### src/rtl/dtan_pkg.sv
// dtan_pkg: shared widths, constants, reciprocals, command types and calendar helpers
// for the date-time add and normalize unit; depends on nothing
package dtan_pkg;

   localparam int WORK_W   = 40;   // signed working width of all carry sums
   localparam int HALF_W   = WORK_W / 2;   // operand width of the partial products
   localparam int DEN_W    = 30;   // widest divisor (one billion)

   localparam logic [DEN_W-1:0] NS_PER_SEC    = DEN_W'(1000000000);
   localparam logic [DEN_W-1:0] SEC_PER_MIN   = DEN_W'(60);
   localparam logic [DEN_W-1:0] MIN_PER_HOUR  = DEN_W'(60);
   localparam logic [DEN_W-1:0] HOUR_PER_DAY  = DEN_W'(24);
   localparam logic [DEN_W-1:0] YEARS_PER_ERA = DEN_W'(400);
   localparam logic [DEN_W-1:0] DAYS_ERA_DEN  = DEN_W'(146097);
   localparam logic [DEN_W-1:0] DAYS_4Y       = DEN_W'(1460);
   localparam logic [DEN_W-1:0] DAYS_YEAR     = DEN_W'(365);

   // floor(2^WORK_W / divisor), quotient estimate is low by at most one
   localparam logic [63:0]       RCP_ONE  = 64'd1 << WORK_W;
   localparam logic [WORK_W-1:0] RCP_NS   = WORK_W'(RCP_ONE / 64'(NS_PER_SEC));
   localparam logic [WORK_W-1:0] RCP_SEC  = WORK_W'(RCP_ONE / 64'(SEC_PER_MIN));
   localparam logic [WORK_W-1:0] RCP_MIN  = WORK_W'(RCP_ONE / 64'(MIN_PER_HOUR));
   localparam logic [WORK_W-1:0] RCP_HOUR = WORK_W'(RCP_ONE / 64'(HOUR_PER_DAY));
   localparam logic [WORK_W-1:0] RCP_Y400 = WORK_W'(RCP_ONE / 64'(YEARS_PER_ERA));
   localparam logic [WORK_W-1:0] RCP_ERA  = WORK_W'(RCP_ONE / 64'(DAYS_ERA_DEN));
   localparam logic [WORK_W-1:0] RCP_D4Y  = WORK_W'(RCP_ONE / 64'(DAYS_4Y));
   localparam logic [WORK_W-1:0] RCP_YEAR = WORK_W'(RCP_ONE / 64'(DAYS_YEAR));

   localparam logic signed [WORK_W-1:0] DAYS_PER_ERA  = 146097;
   localparam logic signed [WORK_W-1:0] YEARS_ERA_W   = 400;

   localparam logic [1:0] STATUS_OK        = 2'd0;
   localparam logic [1:0] STATUS_BAD_MONTH = 2'd1;
   localparam logic [1:0] STATUS_YEAR_OVF  = 2'd2;

   typedef enum logic [2:0] {
      OP_NS    = 3'd0,
      OP_SEC   = 3'd1,
      OP_MIN   = 3'd2,
      OP_HOUR  = 3'd3,
      OP_Y400  = 3'd4,
      OP_ERA   = 3'd5,
      OP_D1460 = 3'd6,
      OP_D365  = 3'd7
   } op_type;

   typedef struct packed {
      logic   load;
      logic   div_start;
      logic   div_apply;
      logic   calc_doy;
      logic   finish;
      op_type op;
   } cmd_type;

   typedef struct packed {
      logic bad_month;
      logic div_done;
      logic out_blocked;
   } stat_type;

   // first day-of-year of each month, year counted from march
   function automatic logic [8:0] month_start(input logic [3:0] k);
      logic [8:0] v;
      case (k)
         4'd0:    v = 9'd0;
         4'd1:    v = 9'd31;
         4'd2:    v = 9'd61;
         4'd3:    v = 9'd92;
         4'd4:    v = 9'd122;
         4'd5:    v = 9'd153;
         4'd6:    v = 9'd184;
         4'd7:    v = 9'd214;
         4'd8:    v = 9'd245;
         4'd9:    v = 9'd275;
         4'd10:   v = 9'd306;
         4'd11:   v = 9'd337;
         default: v = 9'd0;
      endcase
      return v;
   endfunction

   // year-of-era divided by 100, year-of-era below 400
   function automatic logic [1:0] cent_of(input logic [8:0] yoe);
      return 2'(yoe >= 9'd100) + 2'(yoe >= 9'd200) + 2'(yoe >= 9'd300);
   endfunction

   // day-of-era divided by 36524
   function automatic logic [2:0] cent_days_of(input logic [17:0] doe);
      return 3'(doe >= 18'd36524) + 3'(doe >= 18'd73048) + 3'(doe >= 18'd109572)
           + 3'(doe >= 18'd146096);
   endfunction

endpackage

### src/rtl/dtan_ctrl.sv
// dtan_ctrl: sequencer that steps the datapath through carries and calendar steps
// depends on dtan_pkg
module dtan_ctrl (
   input  logic                clock,
   input  logic                reset,
   input  logic                req_valid,
   output logic                req_stall,
   input  dtan_pkg::stat_type  stat,
   output dtan_pkg::cmd_type   cmd
);
   import dtan_pkg::*;

   typedef enum logic [5:0] {
      ST_IDLE   = 6'b000001,
      ST_CHECK  = 6'b000010,
      ST_START  = 6'b000100,
      ST_WAIT   = 6'b001000,
      ST_DOY    = 6'b010000,
      ST_FINISH = 6'b100000
   } state_type;

   state_type state_ff, state_in;
   op_type    op_ff, op_in;

   always_comb begin
      state_in      = state_ff;
      op_in         = op_ff;
      cmd.load      = 1'b0;
      cmd.div_start = 1'b0;
      cmd.div_apply = 1'b0;
      cmd.calc_doy  = 1'b0;
      cmd.finish    = 1'b0;
      cmd.op        = op_ff;
      case (state_ff)
         ST_IDLE: begin
            if (req_valid) begin
               cmd.load = 1'b1;
               state_in = ST_CHECK;
            end
         end
         ST_CHECK: begin
            op_in    = OP_NS;
            state_in = stat.bad_month ? ST_FINISH : ST_START;
         end
         ST_START: begin
            cmd.div_start = 1'b1;
            state_in      = ST_WAIT;
         end
         ST_WAIT: begin
            if (stat.div_done) begin
               cmd.div_apply = 1'b1;
               if (op_ff == OP_D365) begin
                  state_in = ST_DOY;
               end else begin
                  op_in    = op_type'(3'(op_ff) + 3'd1);
                  state_in = ST_START;
               end
            end
         end
         ST_DOY: begin
            cmd.calc_doy = 1'b1;
            state_in     = ST_FINISH;
         end
         ST_FINISH: begin
            // hold until the result register is free
            if (!stat.out_blocked) begin
               cmd.finish = 1'b1;
               state_in   = ST_IDLE;
            end
         end
         default: begin
            state_in = ST_IDLE;
         end
      endcase
   end

   always_ff @(posedge clock) begin
      if (reset) begin
         state_ff <= ST_IDLE;
         op_ff    <= OP_NS;
      end else begin
         state_ff <= state_in;
         op_ff    <= op_in;
      end
   end

   assign req_stall = (state_ff != ST_IDLE);

endmodule

### config.mk
export PLATFORM = sky130hd
export DESIGN_NAME = dtan_ctrl
export DESIGN_NICKNAME = d
export VERILOG_FILES = /design/src/rtl/dtan_pkg.sv /design/src/rtl/dtan_ctrl.sv
export SDC_FILE = /design/constraint.sdc
export NUM_CORES = 1
export LEC_CHECK = 0
export ABC_AREA = 0
export BUFFER_PORTS_ARGS = -buffer_cell sky130_fd_sc_hd__buf_4
export CORE_MARGIN = 2
export CORE_UTILIZATION = 27
export CTS_BUF_LIST = sky130_fd_sc_hd__clkbuf_4 sky130_fd_sc_hd__clkbuf_8
export DETAILED_ROUTE_END_ITERATION = 6
export HOLD_SLACK_MARGIN = 0.12
export PLACE_DENSITY = 0.51
export SETUP_SLACK_MARGIN = 0.1
export SLEW_MARGIN = 40
export SYNTH_ARGS = -nofsm -noshare
export SYNTH_HDL_FRONTEND = slang
export SYNTH_SLANG_ARGS = --single-unit
### constraint.sdc
create_clock -name clock -period 2 [get_ports clock]
set_input_delay 0.2 -clock clock [delete_from_list [all_inputs] [get_ports clock]]
set_output_delay 0.2 -clock clock [all_outputs]
set_load 0.005 [all_outputs]
# [After elaboration in Yosys (flattened, before gate mapping)]
# Cells that the tools add are included.
[word_totals] reg_bits=9 inputBits=6 wordCells=35
[op_classes] addsub=1 eq_ne=12 mux=17 reduce_logical=3
[ops] operator="6-bit one-hot mux with 6 select lines" n=1
[ops] operator="6-bit 2-to-1 mux" n=4
[ops] operator="1-bit 2-to-1 mux" n=8
[ops] operator="2-bit inequality test, second input constant" n=4
[ops] operator="6-bit by 1-bit == test with 1-bit output, second input constant" n=1
[ops] operator="6-bit by 2-bit == test with 1-bit output, second input constant" n=1
[ops] operator="6-bit by 3-bit == test with 1-bit output, second input constant" n=1
[ops] operator="6-bit by 4-bit == test with 1-bit output, second input constant" n=1
[ops] operator="6-bit by 5-bit == test with 1-bit output, second input constant" n=1
[ops] operator="6-bit == test, second input constant" n=1
[ops] operator="3-bit 2-to-1 mux" n=2
[ops] operator="6-bit by 1-bit inequality test with 1-bit output, second input constant" n=1
[ops] operator="3-bit one-hot mux with 2 select lines" n=1
[ops] operator="3-bit AND reduction" n=2
[ops] operator="5-bit 2-to-1 mux" n=1
[ops] operator="3-bit by 1-bit adder with 3-bit output, second input constant" n=1
[ops] operator="3-bit == test, second input constant" n=1
[ops] operator="2-bit nonzero test" n=1

# [Depth between registers and ports, before layout]
[depth] depth_word=4 mapped_depth=5 depth_no_buf=5

# [Worst setup path after synthesis]
# Ideal clock, no wire load.
[synth_path] kind="register to register" startpoint="register state_ff[0]" endpoint="register state_ff[2]" t_arrival_ns=1.524 slack_ns=0.355 path_stages_with_launch=5 synth_period_minus_slack_ns=1.645 cell_sequence="dfxtp_1 > or4_4 > or3b_1 > o221ai_2 > nor2_1"
[synth_between] elab_chain_len=3 elab_cells_between_ends=11 classes_between="9 x eq/ne; 1 x mux; 1 x reduce/logical"
[synth_rtl] item="start: declaration" line_no="dtan_ctrl.sv:22" source="state_type state_ff, state_in;"
[synth_rtl] item="start signal: assignment" line_no="dtan_ctrl.sv:82" source="state_ff <= state_in;"
[synth_rtl] item="6-bit by 4-bit == test with 1-bit output (tied with other cells)" line_no="dtan_ctrl.sv:34" source="case (state_ff)"
[synth_rtl] item="2-bit inequality test (no line)"
[synth_rtl] item="3-bit AND reduction (no line)"
# Several ways; a longest one is shown, not always the timed one.
# A chain may end at the register's enable or synchronous reset.

==> run metrics <==
largest net degree at the start of global routing=7; Final Hold Fails=0; Min-Delay Path Class=in -> reg; synthesized flop and latch total=9; Yosys warnings=0; Synth area leader=dfxtp_1; Max FO, Critical Path=2; non-filler cells, final=109; Yosys top cell area share=36.5%; CP endpoint kind=primary output; number of fillers in the final layout=188; Core Box Area=1730 sq um; IO buf count=14; min-delay src=reset; final setup TNS=0 ns; root buffer cell=clkbuf_4; CTS tree=done; die area=2190 sq um; die width=46.8 um; row cnt=15; total CTS buffers=3; post-layout minimum cycle time=1.89 ns; drt via density=4.58; slew margin rel.=70.0%; crit start category=flip-flop; Ant. Diodes=0; sequential area share after synthesis=36.5%; crit path DAT=1.69 ns; initial core utilization=28.6%; gpl congestion=0.670; Crit Path Class=reg -> out; GRT Total Usage=13.1%; CTS sink count=9; num ports=15; P per Cell Area=654 nW/um^2; Final #Nets=93; skew final=0.00684 ns; R2R Path Start=state_ff[0]; setup slack, reg-to-reg=0.19 ns; CP Data Required Time=1.80 ns; total design power=483 uW; slew at the pin closest to its max-slew limit=0.449 ns; via count=499; worst skew pair latency=0.25 ns; worst hold endpoint=op_ff[1]; # H-tree levels=1; RSZ-0062 raised after global routing=yes; final-report setup violation count=0; height of the die=46.8 um; hold depth=2; synth top area cells=dfxtp_1 36%, nor2_1 7.6%, or4_4 6.8%; Max Cap Violations=0; buffers from clock root to sink, at most=2; DR pass1 iterations=2; Mapped Area=494 sq um; Avg Cell Area, Syn=8.52 sq um; area grow syn2layout=49.4%; post-synthesis cell type count=22; Peak supply drop=261 uV; Routed wire per std cell=11.4 um; total grt overflow=0; WL final=1.24 mm; Worst-path clk slew=0.07 ns; fmax=0.529 GHz; ratio of cells with drive above 1 in the final layout=46.4%; Mapped Nets=66; DP HPWL=947 um; first-pass GRT wire length=2.00 mm; Leakage=0.000312 uW; Crit Reg-Reg Endpoint=op_ff[2]; initial antenna violation count=0; synthesized netlist cell count=58; Residual DRC=0; starting DRC count in detailed routing=4; Inst Count DP=98; post-route ant nets=0; Final period util=94.5%; status=completed; number of global-route vias before repair=481; max-slew violation count=0; reg2reg path depth=5
## registers in the layout, indices dropped and copies added (netlist names)
name and count:
op_ff 3, state_ff 6
## power by group
| part | internal [uW] | total, uW | switching (uW) |
|---|---|---|---|
| logic | 72.1 | 131 | 58.9 |
| registers | 192 | 202 | 10.0 |
| clock network | 90.1 | 150 | 60.3 |
| total | 354 | 483 | 129 |
## cells in the final DEF (no fill, tap or decap)
cell type | synthesis | layout
inv_2 | 0 | 1
a21oi_1 | 5 | 5
o21ai_0 | 1 | 1
nor4_1 | 1 | 1
nor2_2 | 0 | 1
a41oi_1 | 1 | 1
nand2_1 | 1 | 1
o211ai_1 | 2 | 2
nand4_1 | 1 | 1
buf_6 | 0 | 1
or2_4 | 0 | 1
ha_1 | 2 | 2
nor3b_1 | 1 | 1
o221ai_2 | 1 | 1
clkbuf_4 | 0 | 4
nor4_2 | 1 | 1
or3b_4 | 0 | 2
o22a_1 | 1 | 1
buf_4 | 0 | 21
nand2b_1 | 3 | 3
nor2_1 | 10 | 9
a21boi_0 | 1 | 1
inv_1 | 5 | 4
dfxtp_1 | 9 | 6
or4_4 | 3 | 3
nand3b_1 | 2 | 2
dfxtp_2 | 0 | 3
nand3_1 | 4 | 4
## through the flow
step / hold slack [ns] / util, % / instance area, sq um / setup slack, ns
after floorplan: 0.269 / - / 494 / 0.355
after global placement: 0.426 / 37.0 / 638 / 0.290
after detailed placement: 0.429 / 37.0 / 638 / 0.277
after CTS: 0.159 / 41.4 / 714 / 0.0988
after global routing: 0.160 / 42.8 / 738 / 0.0539
final: 0.162 / 42.8 / 738 / 0.111
## kinds of logic after synthesis
| group | count (synthesis) | share of synthesized area (%) |
|---|---|---|
| buf+inv | 5 | 3.80 |
| compound gates | 12 | 17.2 |
| flops | 9 | 36.5 |
| simple gates | 30 | 37.5 |
| fa+ha+maj | 2 | 5.06 |
## what timing repair did
action,CTS,global route
pin swaps,4,2
buffers inserted,5,2
resized for setup,5,4
endpoints found under the setup margin,3,4
hold buffers,0,0
## layer usage
layer,up-vias,share of wire (%),global-route usage (%)
li1,266,-,-
met1,221,46,16.0
met2,10,49,20.5
met3,2,3.3,3.46
met4,0,1.1,7.78
met5,-,0,0
## critical path, cell delays in order, from the launching register on
cell and delay, ns:
dfxtp_2 0.32, or4_4 0.52, or3b_4 0.39, nor2_2 0.10, buf_4 0.11
## cell usage after synthesis (all sizes together)
cell	instances
inv	5
o211ai	2
nand2b	3
a21oi	5
o221ai	1
nand4	1
ha	2
or2	1
nand3	4
o22a	1
nor2	10
nor4	2
nor3b	1
o21ai	1
dfxtp	9
or3b	2
a21boi	1
or4	3
nand2	1
a41oi	1
nand3b	2
## area by class of cell
type / instances / area [sq um] / share of cell area (%)
Timing Repair Buffer: 22 / 169 / 22.9
Tap cell: 25 / 31.3 / 4.24
Sequential cell: 9 / 184 / 24.9
Clock buffer: 4 / 30.0 / 4.07
Inverter: 5 / 18.8 / 2.54
Multi-Input combinational cell: 44 / 305 / 41.4
## how the worst max path moves through the flow
stage / from / to / slack (ns) / cells after the start
final: state_ff[2] / cmd[3] / 0.11 / 4
after global routing: state_ff[2] / cmd[3] / 0.05 / 4
after CTS: state_ff[2] / cmd[3] / 0.1 / 4
after detailed placement: state_ff[0] / state_ff[2] / 0.28 / 4
after global placement: state_ff[0] / op_ff[1] / 0.29 / 4
after floorplan: state_ff[0] / state_ff[2] / 0.36 / 4
Power figures use the tool's default switching activity.
